`src/rtl/iwrb_pkg.sv`:
```
`timescale 1ns / 1ps

package iwrb_pkg;

    localparam int WINDOW  = 64;
    localparam int IDX_W   = (WINDOW > 1) ? $clog2(WINDOW) : 1;
    localparam int CNT_W   = $clog2(WINDOW + 1);
    localparam int DATA_W  = 32;
    localparam int MODE_W  = 3;
    // power of two so the queue pointers wrap on their own
    localparam int Q_DEPTH = 2;
    localparam int Q_PTR_W = (Q_DEPTH > 1) ? $clog2(Q_DEPTH) : 1;
    localparam int Q_CNT_W = $clog2(Q_DEPTH + 1);

    typedef enum logic [MODE_W-1:0] {
        MODE_PUSH      = 3'd0,
        MODE_CLEAR     = 3'd1,
        MODE_READ_ALL  = 3'd2,
        MODE_READ_ACC  = 3'd3,
        MODE_READ_GYRO = 3'd4,
        MODE_READ_DT   = 3'd5,
        MODE_STATUS    = 3'd6
    } t_mode;

    typedef enum logic [1:0] {
        SEL_ALL  = 2'd0,
        SEL_ACC  = 2'd1,
        SEL_GYRO = 2'd2,
        SEL_DT   = 2'd3
    } t_sel;

    typedef struct packed {
        logic signed [DATA_W-1:0] acc_x;
        logic signed [DATA_W-1:0] acc_y;
        logic signed [DATA_W-1:0] acc_z;
        logic signed [DATA_W-1:0] gyro_x;
        logic signed [DATA_W-1:0] gyro_y;
        logic signed [DATA_W-1:0] gyro_z;
        logic signed [DATA_W-1:0] time_step;
    } t_sample;

    typedef struct packed {
        logic             single;
        logic             ok;
        logic [CNT_W-1:0] fill;
        logic             full;
        logic             wr;
        logic [IDX_W-1:0] addr;
        t_sel             sel;
        t_sample          smp;
    } t_cmd;

    function automatic logic [IDX_W-1:0] wrap_inc(input logic [IDX_W-1:0] a);
        return (a == IDX_W'(WINDOW - 1)) ? '0 : a + 1'b1;
    endfunction

endpackage

```
`src/rtl/iwrb_front.sv`:
```
`timescale 1ns / 1ps

module iwrb_front (
    input  logic                            i_clk,
    input  logic                            i_rst_n,
    input  logic                            i_valid,
    input  logic [iwrb_pkg::MODE_W-1:0]     i_mode,
    input  logic signed [iwrb_pkg::DATA_W-1:0] i_acc_x,
    input  logic signed [iwrb_pkg::DATA_W-1:0] i_acc_y,
    input  logic signed [iwrb_pkg::DATA_W-1:0] i_acc_z,
    input  logic signed [iwrb_pkg::DATA_W-1:0] i_gyro_x,
    input  logic signed [iwrb_pkg::DATA_W-1:0] i_gyro_y,
    input  logic signed [iwrb_pkg::DATA_W-1:0] i_gyro_z,
    input  logic signed [iwrb_pkg::DATA_W-1:0] i_time_step,
    input  logic                            i_q_full,
    output logic                            o_stall,
    output logic                            o_push,
    output iwrb_pkg::t_cmd                  o_cmd
);
    import iwrb_pkg::*;

    logic [IDX_W-1:0] r_head, n_head;
    logic [CNT_W-1:0] r_count, n_count;
    logic             rd;

    assign o_stall = i_q_full;
    assign o_push  = i_valid & ~i_q_full;

    always_comb begin
        n_head        = r_head;
        n_count       = r_count;
        rd            = 1'b0;
        o_cmd.single  = 1'b1;
        o_cmd.ok      = 1'b1;
        o_cmd.wr      = 1'b0;
        o_cmd.addr    = r_head;
        o_cmd.sel     = SEL_ALL;
        o_cmd.smp     = '{i_acc_x, i_acc_y, i_acc_z, i_gyro_x, i_gyro_y, i_gyro_z,
                          i_time_step};
        case (t_mode'(i_mode))
            MODE_PUSH: begin
                o_cmd.wr = 1'b1;
                n_head   = wrap_inc(r_head);
                if (r_count != CNT_W'(WINDOW)) begin
                    n_count = r_count + 1'b1;
                end
            end
            MODE_CLEAR: begin
                n_head  = '0;
                n_count = '0;
            end
            MODE_READ_ALL: begin
                rd        = 1'b1;
                o_cmd.sel = SEL_ALL;
            end
            MODE_READ_ACC: begin
                rd        = 1'b1;
                o_cmd.sel = SEL_ACC;
            end
            MODE_READ_GYRO: begin
                rd        = 1'b1;
                o_cmd.sel = SEL_GYRO;
            end
            MODE_READ_DT: begin
                rd        = 1'b1;
                o_cmd.sel = SEL_DT;
            end
            MODE_STATUS: begin
                o_cmd.ok = 1'b1;
            end
            default: begin
                o_cmd.ok = 1'b0;
            end
        endcase
        // reads stream only from a full window
        if (rd) begin
            if (r_count == CNT_W'(WINDOW)) begin
                o_cmd.single = 1'b0;
            end else begin
                o_cmd.ok = 1'b0;
            end
        end
        o_cmd.fill = n_count;
        o_cmd.full = (n_count == CNT_W'(WINDOW));
    end

    always_ff @(posedge i_clk) begin
        if (!i_rst_n) begin
            r_head  <= '0;
            r_count <= '0;
        end else if (o_push) begin
            r_head  <= n_head;
            r_count <= n_count;
        end
    end

endmodule

```
`config.mk`:
```
export PLATFORM = sky130hd
export DESIGN_NAME = iwrb_front
export DESIGN_NICKNAME = d
export VERILOG_FILES = /design/src/rtl/iwrb_pkg.sv /design/src/rtl/iwrb_front.sv
export SDC_FILE = /design/constraint.sdc
export NUM_CORES = 1
export LEC_CHECK = 0
export BUFFER_PORTS_ARGS = -buffer_cell sky130_fd_sc_hd__buf_2
export CAP_MARGIN = 10
export CORE_AREA = 2 2 184 186
export CTS_CLUSTER_DIAMETER = 150
export DETAILED_ROUTE_END_ITERATION = 7
export DIE_AREA = 0 0 186 188
export HOLD_SLACK_MARGIN = 0.12
export PLACE_DENSITY = 0.43
export SYNTH_ARGS = -nofsm -noshare
export SYNTH_HDL_FRONTEND = slang
export SYNTH_SLANG_ARGS = --single-unit
```
`constraint.sdc`:
```
create_clock -name i_clk -period 3.56 [get_ports i_clk]
set_clock_uncertainty 0.15 [all_clocks]
set_input_delay 0.178 -clock i_clk [delete_from_list [all_inputs] [get_ports i_clk]]
set_output_delay 0.178 -clock i_clk [all_outputs]
set_load 0.01 [all_outputs]
```
Word level (Yosys, flattened, before mapping)
Index checks and enable logic that the tools add are counted.
- add/sub/neg operators: 2
- multiply operators: 0
- divide/modulo/power cells: 0
- order comparisons: 0
- equality and inequality tests: 10
- shifts and indexed selects: 0
- muxes and demuxes: 11
- bitwise operators: 2
- reduce and logical (&&, ||, !) cells: 5
- operators by type and width (kind ; number):
    $eq 7x7->1 const B ; 2
    $pmux 7 s2 ; 1
    $pmux 6 s2 ; 1
    $eq 3x3->1 const B ; 3
    $add 7x1->7 const B ; 1
    $mux 7 ; 1
    $ne 7x7->1 const B ; 1
    $reduce_or 7->1 ; 1
    $add 6x1->6 const B ; 1
    $eq 3x2->1 const B ; 2
    $eq 6x6->1 const B ; 1
    $mux 6 ; 1
    $pmux 2 s3 ; 1
    $mux 1 ; 5
    $reduce_or 4->1 ; 1
    $eq 3x1->1 const B ; 1
    $logic_not 3->1 ; 1
    $mux 2 ; 1
    $reduce_and 2->1 ; 1
    $reduce_bool 2->1 ; 1
    $and 1x1->1 ; 1
    $not 1->1 ; 1
- register bits: 13
- latch bits: 0
- memory bits (writable): 0
- ROM bits: 0
- word-level logic and storage cells: 32
- memories: 0

Longest topological paths before layout
- depth after elaboration: 5
- depth in mapped cells: 7
- mapped depth without buffers: 7

Least setup slack after synthesis
OpenSTA, ideal clock, no wires.
- kind: reg2out
- start point: register r_count[0]
- end point: output o_cmd[233] in the netlist's numbering
- arrival: 1.841 ns
- required time: 3.232 ns
- path slack: 1.391 ns
- cell stages (with the launch flop): 8
- path buffers: 0
- cell sequence: dfxtp_1 > inv_1 > ha_1 > and4bb_1 > a21boi_1 > a22o_1 > nor4bb_1 > nor4bb_1
- RTL lines (element ; RTL line ; text):
    start: declaration ; iwrb_front.sv:23 ; logic [CNT_W-1:0] r_count, n_count;
    start signal: assignment ; iwrb_front.sv:93 ; r_count <= n_count;
    end: declaration ; iwrb_front.sv:18 ; output iwrb_pkg::t_cmd o_cmd

==> flow_summary.yaml <==
grt:
  grt_usage_pct: 4.65
  antenna_found_initial: 0
  grt_pass1_vias: 1372
  grt_overflow: 0
  grt_max_degree: 11
  grt_pass1_wl_um: 10900
route:
  detailedRoute.firstIterationViolations: 65
  drc: 0
  via_count: 1350
  routedWlPerCell_um: 14.4
  viasPerCell: 2.24
  wirelength_um: 8680
  firstDrtPassIters: 4
  ant_nets: 0
cts:
  cts_made_buffers: 3
  path_clk_slew_ns: 0.05
  cts_buffer_depth: 2
  clock-sinks: 13
  cts-root-buf: "clkbuf_16"
  ctsHoldBuffers: 0
  h-tree-depth: 1
  cts_tree: "done"
  insertion_delay_ns: 0.25
  cts_resized: 0
  cts_setup_buffers: 0
setup_path:
  r2r_start: "r_count[1]$_SDFFE_PN0P_"
  slowest_stage: "nor4bb_1"
  max_stage_delay_ns: 0.39
  worstSetupPathType: "reg2out"
  cp-start-kind: "flip-flop"
  ff2ff_setup_slack_ns: 1.65
  path_max_fanout: 6
  rr_endpoint: "r_count[0]$_SDFFE_PN0P_"
  crit_path_frequent_cell: "nor4bb_1"
  cp_cell_sequence: "inv_1 -> ha_1 -> and4bb_1 -> a21boi_1 -> a22o_1 -> nor4bb_1 -> nor4bb_1 -> buf_2"
  cp.arrival_ns: 2.36
  end_kind: "output pin"
  ff2ff_path_depth: 7
  cp.required_ns: 3.23
layout:
  final_nets: 392
  fillers: 3930
  utilization_pct: 5.28
  area_growth_pct: -34.6
  antenna_cells: 0
  final_common_cell: "buf_2"
  multi_input_area_um2: 676
  seqCellArea_um2: 260
  final_cell_mix: "buf_2 (27), nand2_1 (14), dfxtp_1 (13), nor2_1 (11), inv_1 (8)"
  fin_cells: 602
  final_layout_size_suffix_gt1_share_pct: 23.4
yosys:
  synth_edf_count: 0
  synth_cells: 351
  yosys_most_used_dff: "dfxtp_1"
  synth_warnings: 0
  synth.avg_cell_area_um2: 7.61
  syn-num-nets: 588
  syn_area_um2: 2670
  yosysUniqueCellTypes: 41
  async_flop_share_pct: 0
  ys_ff_latch: 13
  ys_seq_area_share_pct: 9.74
pwr:
  vdd_ir_drop_max_v: 0.000109
  p_per_area_nw_per_um2: 240
  power_leakage_nw: 0.589
sta:
  slew_viol_final: 0
  period_share_pct: 75.6
  fin_crit_ns: 2.69
  fmax_mhz: 371
  setup_ws_ns: 0.867
  rsz0062_at_grt: "no"
  relSlewSlack_pct: 59.3
  hold_viol: 0
  setup_tns_ns: 0
  worstMarginPinSlew_ns: 0.608
  setup_viol: 0
place:
  place_congestion: 0.674
  io_buffers: 27
  dp.cells: 598
  pre_cts_ws_ns: 0.901
  hpwl_um: 7230
hold_path:
  hp-start: "i_rst_n"
  whs_path_depth: 2
  hold_end: "r_count[0]$_SDFFE_PN0P_"
  min_path_type: "in2reg"
floorplanning:
  core_area_um2: 33100
  ioPinCount: 476
  rows: 67
  dieHeight_um: 188
  start_util_pct: 8.07
  dieArea_um2: 35000
  die_w_um: 186
run_status:
  status: "finished clean"
flow_run:
  cap_violations: 0
kinds of logic after synthesis:
logic type / share of synthesized area (%)
XOR/XNOR: 1.97
multiplexers: 0.843
buffers and inverters: 65.0
AO/OA/AOI/OAI: 8.81
AND/OR/NAND/NOR: 10.9
adder cells (fa/ha/maj): 2.81
flip-flops: 9.74
sequential cells by signal, indices dropped and copies added, names as in the netlist:
signal   count
r_head       6
r_count      7
cell type report:
class | instances | area share, %
Inverter | 8 | 1.72
Sequential cell | 13 | 14.9
Tap cell | 448 | 32.1
Multi-Input combinational cell | 101 | 38.7
Timing Repair Buffer | 28 | 8.16
Clock buffer | 4 | 4.51
cell usage after synthesis, drive strengths merged (3+ instances only):
| cell | number | share of area [%] |
|---|---|---|
| and3 | 4 | 0.94 |
| buf | 226 | 63 |
| nand3 | 5 | 0.94 |
| nor2b | 4 | 0.94 |
| inv | 8 | 1.1 |
| clkbuf | 3 | 0.42 |
| a22o | 3 | 0.98 |
| xor2 | 5 | 1.6 |
| a21boi | 3 | 0.84 |
| a21oi | 6 | 1.1 |
| nand2 | 14 | 2.0 |
| ha | 6 | 2.8 |
| nor2 | 11 | 1.5 |
| o21ai | 9 | 1.7 |
| dfxtp | 13 | 9.7 |
power by group:
group / switching [mW] / internal (mW) / leakage, nW
clock: 0.0687 / 0.152 / 0.0382
sequential: 0.00202 / 0.148 / 0.105
combinational: 0.0319 / 0.0173 / 0.446
total: 0.103 / 0.317 / 0.589
critical path, delay by kind of cell (launching register included):
kind | cells | cell delay (ns)
compound gates | 2 | 0.43
fa+ha+maj | 1 | 0.15
buf+inv | 2 | 0.31
simple gates | 3 | 0.90
flops | 1 | 0.33
per-layer routing:
| metal | part of all wire, % | track usage (%) | up-vias |
|---|---|---|---|
| li1 | - | - | 506 |
| met1 | 25 | 3.51 | 524 |
| met3 | 19 | 3.11 | 141 |
| met5 | 0.68 | 1.29 | - |
| met4 | 16 | 7.60 | 2 |
| met2 | 39 | 6.11 | 177 |
metrics by stage:
step           instance area [um2]  hold slack, ns  power, mW
5_1_grt                       1750           0.134      0.443
6_report                      1750           0.117      0.419
3_3_place_gp                  1670           0.206      0.205
3_5_place_dp                  1670           0.206      0.204
2_1_floorplan                 2670           0.150      0.439
4_1_cts                       1750           0.132      0.433
worst max path at each step:
stage,from,end,cells after the start
3_5_place_dp,i_mode[1],o_cmd[233],9
6_report,r_count[0]$_SDFFE_PN0P_,o_cmd[233],8
2_1_floorplan,r_count[0]$_SDFFE_PN0P_,o_cmd[233],7
5_1_grt,r_count[0]$_SDFFE_PN0P_,o_cmd[233],8
3_3_place_gp,i_mode[1],o_cmd[233],9
4_1_cts,r_count[0]$_SDFFE_PN0P_,o_cmd[233],8
No activity file was read; power rests on OpenSTA's default activity.
