<file path="config.mk">
export PLATFORM = sky130hd
export DESIGN_NAME = iwrb_queue
export DESIGN_NICKNAME = d
export VERILOG_FILES = /design/src/rtl/iwrb_pkg.sv /design/src/rtl/iwrb_queue.sv
export SDC_FILE = /design/constraint.sdc
export NUM_CORES = 1
export LEC_CHECK = 0
export ABC_AREA = 0
export BUFFER_PORTS_ARGS = -buffer_cell sky130_fd_sc_hd__buf_2
export CORE_ASPECT_RATIO = 1.1
export CORE_MARGIN = 2
export CORE_UTILIZATION = 40
export CTS_CLUSTER_SIZE = 28
export DETAILED_ROUTE_END_ITERATION = 10
export PLACE_DENSITY = 0.77
export SLEW_MARGIN = 20
export SYNTH_ARGS = -nofsm -noshare
export SYNTH_HDL_FRONTEND = slang
export SYNTH_SLANG_ARGS = --single-unit
</file>
<file path="constraint.sdc">
create_clock -name i_clk -period 13 [get_ports i_clk]
set_input_delay 1.95 -clock i_clk [delete_from_list [all_inputs] [get_ports i_clk]]
set_output_delay 1.95 -clock i_clk [all_outputs]
set_load 0.03 [all_outputs]
</file>
<file path="src/rtl/iwrb_pkg.sv">
`timescale 1ns / 1ps

package iwrb_pkg;

    localparam int WINDOW  = 64;
    localparam int IDX_W   = (WINDOW > 1) ? $clog2(WINDOW) : 1;
    localparam int CNT_W   = $clog2(WINDOW + 1);
    localparam int DATA_W  = 32;
    localparam int MODE_W  = 3;
    // power of two so the queue pointers wrap on their own
    localparam int Q_DEPTH = 2;
    localparam int Q_PTR_W = (Q_DEPTH > 1) ? $clog2(Q_DEPTH) : 1;
    localparam int Q_CNT_W = $clog2(Q_DEPTH + 1);

    typedef enum logic [MODE_W-1:0] {
        MODE_PUSH      = 3'd0,
        MODE_CLEAR     = 3'd1,
        MODE_READ_ALL  = 3'd2,
        MODE_READ_ACC  = 3'd3,
        MODE_READ_GYRO = 3'd4,
        MODE_READ_DT   = 3'd5,
        MODE_STATUS    = 3'd6
    } t_mode;

    typedef enum logic [1:0] {
        SEL_ALL  = 2'd0,
        SEL_ACC  = 2'd1,
        SEL_GYRO = 2'd2,
        SEL_DT   = 2'd3
    } t_sel;

    typedef struct packed {
        logic signed [DATA_W-1:0] acc_x;
        logic signed [DATA_W-1:0] acc_y;
        logic signed [DATA_W-1:0] acc_z;
        logic signed [DATA_W-1:0] gyro_x;
        logic signed [DATA_W-1:0] gyro_y;
        logic signed [DATA_W-1:0] gyro_z;
        logic signed [DATA_W-1:0] time_step;
    } t_sample;

    typedef struct packed {
        logic             single;
        logic             ok;
        logic [CNT_W-1:0] fill;
        logic             full;
        logic             wr;
        logic [IDX_W-1:0] addr;
        t_sel             sel;
        t_sample          smp;
    } t_cmd;

    function automatic logic [IDX_W-1:0] wrap_inc(input logic [IDX_W-1:0] a);
        return (a == IDX_W'(WINDOW - 1)) ? '0 : a + 1'b1;
    endfunction

endpackage

</file>
<file path="src/rtl/iwrb_queue.sv">
`timescale 1ns / 1ps

module iwrb_queue (
    input  logic           i_clk,
    input  logic           i_rst_n,
    input  logic           i_push,
    input  iwrb_pkg::t_cmd i_cmd,
    input  logic           i_pop,
    output logic           o_full,
    output logic           o_empty,
    output iwrb_pkg::t_cmd o_cmd
);
    import iwrb_pkg::*;

    t_cmd               r_mem [Q_DEPTH];
    logic [Q_PTR_W-1:0] r_wptr;
    logic [Q_PTR_W-1:0] r_rptr;
    logic [Q_CNT_W-1:0] r_cnt;

    assign o_full  = (r_cnt == Q_CNT_W'(Q_DEPTH));
    assign o_empty = (r_cnt == '0);
    assign o_cmd   = r_mem[r_rptr];

    always_ff @(posedge i_clk) begin
        if (i_push) begin
            r_mem[r_wptr] <= i_cmd;
        end
    end

    always_ff @(posedge i_clk) begin
        if (!i_rst_n) begin
            r_wptr <= '0;
            r_rptr <= '0;
            r_cnt  <= '0;
        end else begin
            if (i_push) begin
                r_wptr <= r_wptr + 1'b1;
            end
            if (i_pop) begin
                r_rptr <= r_rptr + 1'b1;
            end
            case ({i_push, i_pop})
                2'b10:   r_cnt <= r_cnt + 1'b1;
                2'b01:   r_cnt <= r_cnt - 1'b1;
                default: r_cnt <= r_cnt;
            endcase
        end
    end

endmodule

</file>
# --- Word-level counts from Yosys, hierarchy flattened ---
# Memories as Yosys holds them, arrays and structs flattened. A register that Yosys moved wholly into a read port is not among the register bits.
# Cells that the tools add are included.
totals:
  ff_bits: 4
  ramBits: 486
  input_bits: 247
  word_cells: 18
  n_memories: 1
op_classes:
  add_sub_neg: 4
  n_eq_ne: 3
  mux: 5
  n_reduce_logical: 2
mem_list:
  columns: ["name", "words", "word_bits", "read_ports", "rd_ports_with_merged_regs", "wr", "line", "text"]
  rows:
  - ["r_mem", 2, 243, 1, 1, 1, "iwrb_queue.sv:15", "t_cmd r_mem [Q_DEPTH];"]
ops:
  columns: ["op", "count"]
  rows:
  - ["2-bit == test, second input constant", 2]
  - ["1-bit 2-to-1 mux", 4]
  - ["2-bit one-hot mux with 2 select lines", 1]
  - ["1-bit adder, second input constant", 2]
  - ["2-bit by 1-bit adder with 2-bit output, second input constant", 1]
  - ["2-bit by 1-bit == test with 1-bit output, second input constant", 1]
  - ["2-bit zero test", 1]
  - ["2-bit nonzero test", 1]
  - ["2-bit by 1-bit subtractor with 2-bit output, second input constant", 1]

# --- Depth between registers and ports, before layout ---
# Gate-level depths: netlist of run 1.
depth:
  depth_word: 3
  mapped_depth: 5

# --- Worst setup path after synthesis of run 1 ---
# Ideal clock, no wire load.
synth_path:
  path_kind: "input -> register"
  startpoint: "input i_push"
  endpoint: "register r_wptr"
  setup_time_ps: 106
  t_arrival_ps: 12998
  t_required_ps: 12894
  path_slack_ps: -104
  path_stages: 3
  path_buffers: 0
  path_cell_list: "inv_1 -> nor2_1 -> o21a_1"
synth_lines:
  columns: ["item", "line", "text"]
  rows:
  - ["start: declaration", "iwrb_queue.sv:6", "input logic i_push,"]
  - ["end signal: assignment", "iwrb_queue.sv:37", "r_wptr <= r_wptr + 1'b1;"]
  - ["end: declaration", "iwrb_queue.sv:16", "logic [Q_PTR_W-1:0] r_wptr;"]

==> results.yml, run 1 <==
status:
  status: "complete, no violations"
setup_path:
  worst-setup-path-type: "register to output port"
  arrival_ns: 3.16
  critPathCapture: "o_cmd[156]"
  reg2reg_depth: 3
  r2r_slack_ns: 9.93
  slowest_delay_ns: 1.01
  slowest_stage: "dfxtp_4"
  r2r-end: "r_mem[1][153]$_DFFE_PP_"
  path_cells: "buf_4, mux2_4, buf_2"
  reg2reg_from: "r_wptr$_SDFFE_PN0P_"
  start_kind: "register"
  worstPathRequired_ns: 11.05
  end_kind: "output port"
  path_max_fanout: 56
synth:
  synth_top_area_share_pct: 79.12
  syn_avg_cell_area_sq_um: 23.71
  yosys_register_bits: 491
  synth_area_leader_cell: "edfxtp_1"
  synth_cells: 778
  yosysSeqAreaShare_pct: 79.66
  syn_nets: 1026
  synth_warnings: 0
  yosysUniqueCellTypes: 18
  synthTopCellsByArea: "edfxtp_1 79%, mux2_4 14%, mux2_2 4.5%, buf_6 1.2%, dfxtp_1 0.54%"
  synth_area_sq_mm: 0.01845
global_routing:
  overflow: 0
  grt_pass1_vias: 9571
  grt.total_usage_pct: 15.32
  grt_start_max_net_pins: 153
  grt_pass1_wl_mm: 55.71
  antenna_found_initial: 10
detailed_routing:
  via_per_inst: 4.748
  wl_mm: 38.01
  drcViolationCount: 0
  wl_per_cell_um: 19.69
  ant_nets: 0
  drtIter0Drc: 389
  wl_met3_mm: 2.792
  dr.pass1.iters: 4
  vias: 9168
  top_layer: "met5"
  met1_length_mm: 14.21
  wl_met2_mm: 19.56
layout:
  layout_common_cells: "491 x buf_2, 486 x edfxtp_1, 170 x mux2_4, 73 x mux2_2, 49 x clkbuf_16"
  drive_above_1_share_pct: 60.85
  register_area_sq_mm: 0.01470
  layout_commonest_cell: "buf_2"
  nFillCells: 3686
  nets: 1547
  syn2layout_area_growth_pct: 24.81
  multiInputGateArea_sq_mm: 0.003497
sta:
  tightest_slew_ns: 1.045
  fin_crit_sh_pct: 39.30
  finalClockSkew_ns: 0.01257
  fin_setup_tns_ns: 0
  grt_setup_unrepaired: "no"
  setup_viol: 0
  slew_violations: 0
  holdWs_ns: 0.5163
  timing.final.crit_period_ns: 5.109
  finalHoldViolations: 0
  slew_headroom_pct: 30.34
  max_freq_mhz: 195.7
die:
  rows: 82
  core_area_sq_mm: 0.04555
  ios: 492
  die_h_um: 229.2
  die-area_sq_mm: 0.04785
  die_width_um: 208.7
  start_util_pct: 40.49
clock_network:
  cts_max_level: 2
  postCtsHoldBufs: 0
  path_clk_slew_ns: 0.06
  cts_setup_buffers: 0
  clockBufferDepth: 3
  cts_resized: 0
  cts_tree: "done"
  cts_buffers: 48
  cts-root-buf: "clkbuf_16"
  clk_latency_ns: 0.55
  clock_sink_count: 491
flow_run:
  cap_viol_max_count: 0
power_and_ir_drop:
  p_leak_nw: 8.918
  vdd_ir_drop_max_mv: 0.1072
  p_per_area_mw_per_mm2: 161.5
placed_design:
  finalWeightedCongestion: 0.7837
  dp.final_hpwl_mm: 25.55
  io_buffers: 491
hold_path:
  holdCritPathClass: "register to register"
==> layout make-up <==
cell class,instances,area share (%)
Sequential cell,491,63.85
Multi-Input combinational cell,259,15.19
Timing Repair Buffer,498,11.01
Clock buffer,52,5.375
Tap cell,588,3.196
Clock inverter,35,1.288
Antenna cell,7,0.07609
Inverter,1,0.01631
==> report_power, final <==
group	leakage (nW)	internal (mW)	switching, mW
clock network	0.740	0.785	0.562
registers	4.60	1.83	0.0294
logic	3.58	0.198	0.311
==> metal layers <==
layer	global-route usage, %	vias to the layer above
met2	26.73	388
met1	17.45	4529
met5	0	-
met4	6.674	6
li1	-	4158
met3	4.552	87
==> critical path, delay by kind of cell (launching register included) <==
| kind | cells | cell delay (ns) |
|---|---|---|
| mux | 1 | 0.36 |
| flops | 1 | 1.01 |
| buf+inv | 2 | 1.08 |
==> per-stage QoR <==
| stage | area, sq um | total power [mW] | instances | utilization, % | worst slack, ns |
|---|---|---|---|---|---|
| after global placement | 21470 | 2.396 | 1837 | 47.13 | 8.280 |
| after CTS | 23000 | 3.758 | 1924 | 50.50 | 7.840 |
| after detailed placement | 21470 | 2.409 | 1837 | 47.13 | 8.237 |
| after floorplan | 18450 | 2.266 | 778 | - | 4.209 |
| after global routing | 23020 | 3.841 | 1930 | 50.53 | 7.726 |
| final | 23020 | 3.717 | 1931 | 50.54 | 7.891 |
==> state kept, by name, indices dropped and copies added, names as in the netlist, named ones only <==
| register | count |
|---|---|
| r_mem | 486 |
| r_cnt | 2 |
| r_rptr | 1 |
| r_wptr | 1 |
==> how the worst min path moves through the flow <==
stage                                from                     to  slack, ns  depth (start not counted)
floorplan           r_cnt[1]$_SDFFE_PN0P_  r_cnt[1]$_SDFFE_PN0P_       0.47                          2
CTS                 r_cnt[1]$_SDFFE_PN0P_  r_cnt[1]$_SDFFE_PN0P_       0.51                          2
finish              r_cnt[1]$_SDFFE_PN0P_  r_cnt[1]$_SDFFE_PN0P_       0.52                          2
global placement    r_cnt[1]$_SDFFE_PN0P_  r_cnt[1]$_SDFFE_PN0P_       0.48                          2
detailed placement  r_cnt[1]$_SDFFE_PN0P_  r_cnt[1]$_SDFFE_PN0P_       0.50                          2
global route        r_cnt[1]$_SDFFE_PN0P_  r_cnt[1]$_SDFFE_PN0P_       0.54                          2
==> cell usage after synthesis, drive strengths merged <==
cell / count
edfxtp: 486
mux2: 243
buf: 27
dfxtp: 5
and2: 4
nor2: 2
xnor2: 2
a21boi: 1
and2b: 1
ha: 1
inv: 1
nor2b: 1
o21a: 1
o21ai: 1
or3: 1
xor2: 1
==> kinds of logic after synthesis <==
kind of cell | share of synthesized area (%)
simple gates | 0.2917
flops | 79.66
mux | 18.29
fa+ha+maj | 0.06782
buf+inv | 1.431
xor+xnor | 0.1425
compound gates | 0.1085
Power figures use the tool's default switching activity.
==> run 2: changes to the inputs <==
==> constraint.sdc (replaced) <==
create_clock -name i_clk -period 4.2 [get_ports i_clk]
set_input_delay 0.63 -clock i_clk [delete_from_list [all_inputs] [get_ports i_clk]]
set_output_delay 0.63 -clock i_clk [all_outputs]
set_load 0.03 [all_outputs]
==> run 2 against run 1 <==
Against the previous run: cell count rose by 0.31%; critical endpoint is now o_cmd[242]; via count grew 0.57%; first-iteration DRC count increased by 20%; critical path type unchanged.
==> results.yml, run 2 (synthesis results as in run 1) <==
clock_network:
  cts_tree: "done"
  clockBufferDepth: 3
  cts_setup_buffers: 0
  cts-root-buf: "clkbuf_16"
  cts_buffers: 49
  path_clk_slew_ns: 0.06
  cts_max_level: 2
  clock_sink_count: 491
  postCtsHoldBufs: 0
  clk_latency_ns: 0.57
  cts_resized: 0
setup_path:
  arrival_ns: 2.44
  path_cells: "buf_4, mux2_2, buf_2"
  slowest_delay_ns: 0.93
  worst-setup-path-type: "register to output port"
  end_kind: "output port"
  cp_num_buf_inv: 2
  start_kind: "register"
  cpLargestDelayFamily: "flip-flops"
  worstPathRequired_ns: 3.57
  path_max_fanout: 45
  slowest_stage: "dfxtp_4"
power_and_ir_drop:
  p_total_mw: 11.51
  p_leak_nw: 9.016
  intPower_mw: 8.750
  vdd_ir_drop_max_mv: 0.3988
  pwr-share-comb_pct: 13.9
  pwr-share-clk_pct: 36.1
  p_sw_mw: 2.765
  switching_share_pct: 24.01
  p_per_area_mw_per_mm2: 496.1
  seqPwrFrac_pct: 50.0
die:
  start_util_pct: 40.49
  rows: 82
  ios: 492
  die_width_um: 208.7
  core_area_sq_mm: 0.04555
  die_h_um: 229.2
  die-area_sq_mm: 0.04785
sta:
  tightest_slew_ns: 0.8820
  setup_viol: 0
  timing.final.ws_setup_ns: 1.130
  grt_setup_unrepaired: "no"
  slew_violations: 0
  max_freq_mhz: 325.7
  holdWs_ns: 0.2492
  fin_crit_sh_pct: 73.10
  slew_headroom_pct: 41.20
  fin_setup_tns_ns: 0
  finalHoldViolations: 0
  finalClockSkew_ns: 0.01165
  timing.final.crit_period_ns: 3.070
layout:
  layout_commonest_cell: "buf_2"
  nets: 1559
  design_area_sq_mm: 0.02321
  largest-register: "r_mem"
  syn2layout_area_growth_pct: 25.83
  largest_register_ffs: 486
  layout_common_cells: "491 x buf_2, 486 x edfxtp_1, 170 x mux2_4, 73 x mux2_2, 51 x clkbuf_16"
  top_regs: "r_mem (486), r_cnt (2)"
  nFillCells: 3674
  drive_above_1_share_pct: 61.16
global_routing:
  grt.total_usage_pct: 15.13
  grt_start_max_net_pins: 104
  grt_pass1_wl_mm: 55.76
  antenna_found_initial: 9
  overflow: 0
  grt_pass1_vias: 9834
detailed_routing:
  ant_nets: 0
  vias: 9220
  wl_per_cell_um: 19.19
  drtIter0Drc: 466
  dr.pass1.iters: 5
  via_per_inst: 4.760
  wl_mm: 37.18
  drcViolationCount: 0
status:
  status: "complete, no violations"
flow_run:
  cap_viol_max_count: 0
placed_design:
  finalWeightedCongestion: 0.8166
  place_area_sq_mm: 0.02166
  io_buffers: 491
  dp.final_hpwl_mm: 25.50
  dp_slack_ns: 1.658
hold_path:
  holdCritPathClass: "primary input to register"
==> run 2: changes by cell type in the layout (fill, tap and decap cells not counted), moves of 2 or more <==
| cell | before | now |
|---|---|---|
| buf_12 | 2 | 10 |
| clkbuf_1 | 3 | 10 |
| clkinv_1 | 16 | 9 |
| clkinvlp_4 | 5 | 0 |
| buf_4 | 5 | 8 |
| clkinv_4 | 0 | 3 |
| clkbuf_16 | 49 | 51 |
| clkinv_2 | 8 | 6 |
| diode_2 | 7 | 5 |
==> run 2: final cells by class <==
type                       count  area [sq um]  area share [%]
tap                          588         735.7           3.170
sequential                   491         14700           63.33
inverter                       1         16.27         0.07008
clock buffer                  61          1314           5.660
clock inverter                23         219.0          0.9434
timing repair buffer         509          2718           11.71
antenna                        5         12.51         0.05391
multi-input combinational    259          3497           15.07
==> run 2: through the flow <==
| stage | cells | util (%) |
|---|---|---|
| 2_1_floorplan | 778 | - |
| 3_3_place_gp | 1848 | 47.56 |
| 3_5_place_dp | 1848 | 47.56 |
| 4_1_cts | 1932 | 50.92 |
| 5_1_grt | 1936 | 50.94 |
| 6_report | 1937 | 50.95 |
==> run 2: metal layers <==
layer	global-route usage, %	part of all wire (%)	routed length, um
met1	16.82	37	13760
met2	26.80	52	19270
met3	5.032	8.1	2998
met4	5.826	3.0	1098
met5	0	0.15	54
==> run 2: final timing paths <==
kind,startpoint,to,slack (ns),depth (start not counted)
min reg2reg,r_cnt[1]$_SDFFE_PN0P_,r_cnt[1]$_SDFFE_PN0P_,0.54,2
min,i_cmd[152],r_mem[1][152]$_DFFE_PP_,0.25,1
max,register,o_cmd[242],1.13,3
max reg2reg,r_wptr$_SDFFE_PN0P_,r_mem[1][148]$_DFFE_PP_,2.36,2
==> run 2: power groups by stage <==
stage                     logic, mW  registers, mW  clock network (mW)
after floorplan                1.15           5.84                   0
after global placement         1.58           5.85                   0
after detailed placement       1.61           5.86                   0
after CTS                      1.62           5.76                4.28
after global routing           1.68           5.78                4.47
final                          1.60           5.76                4.16
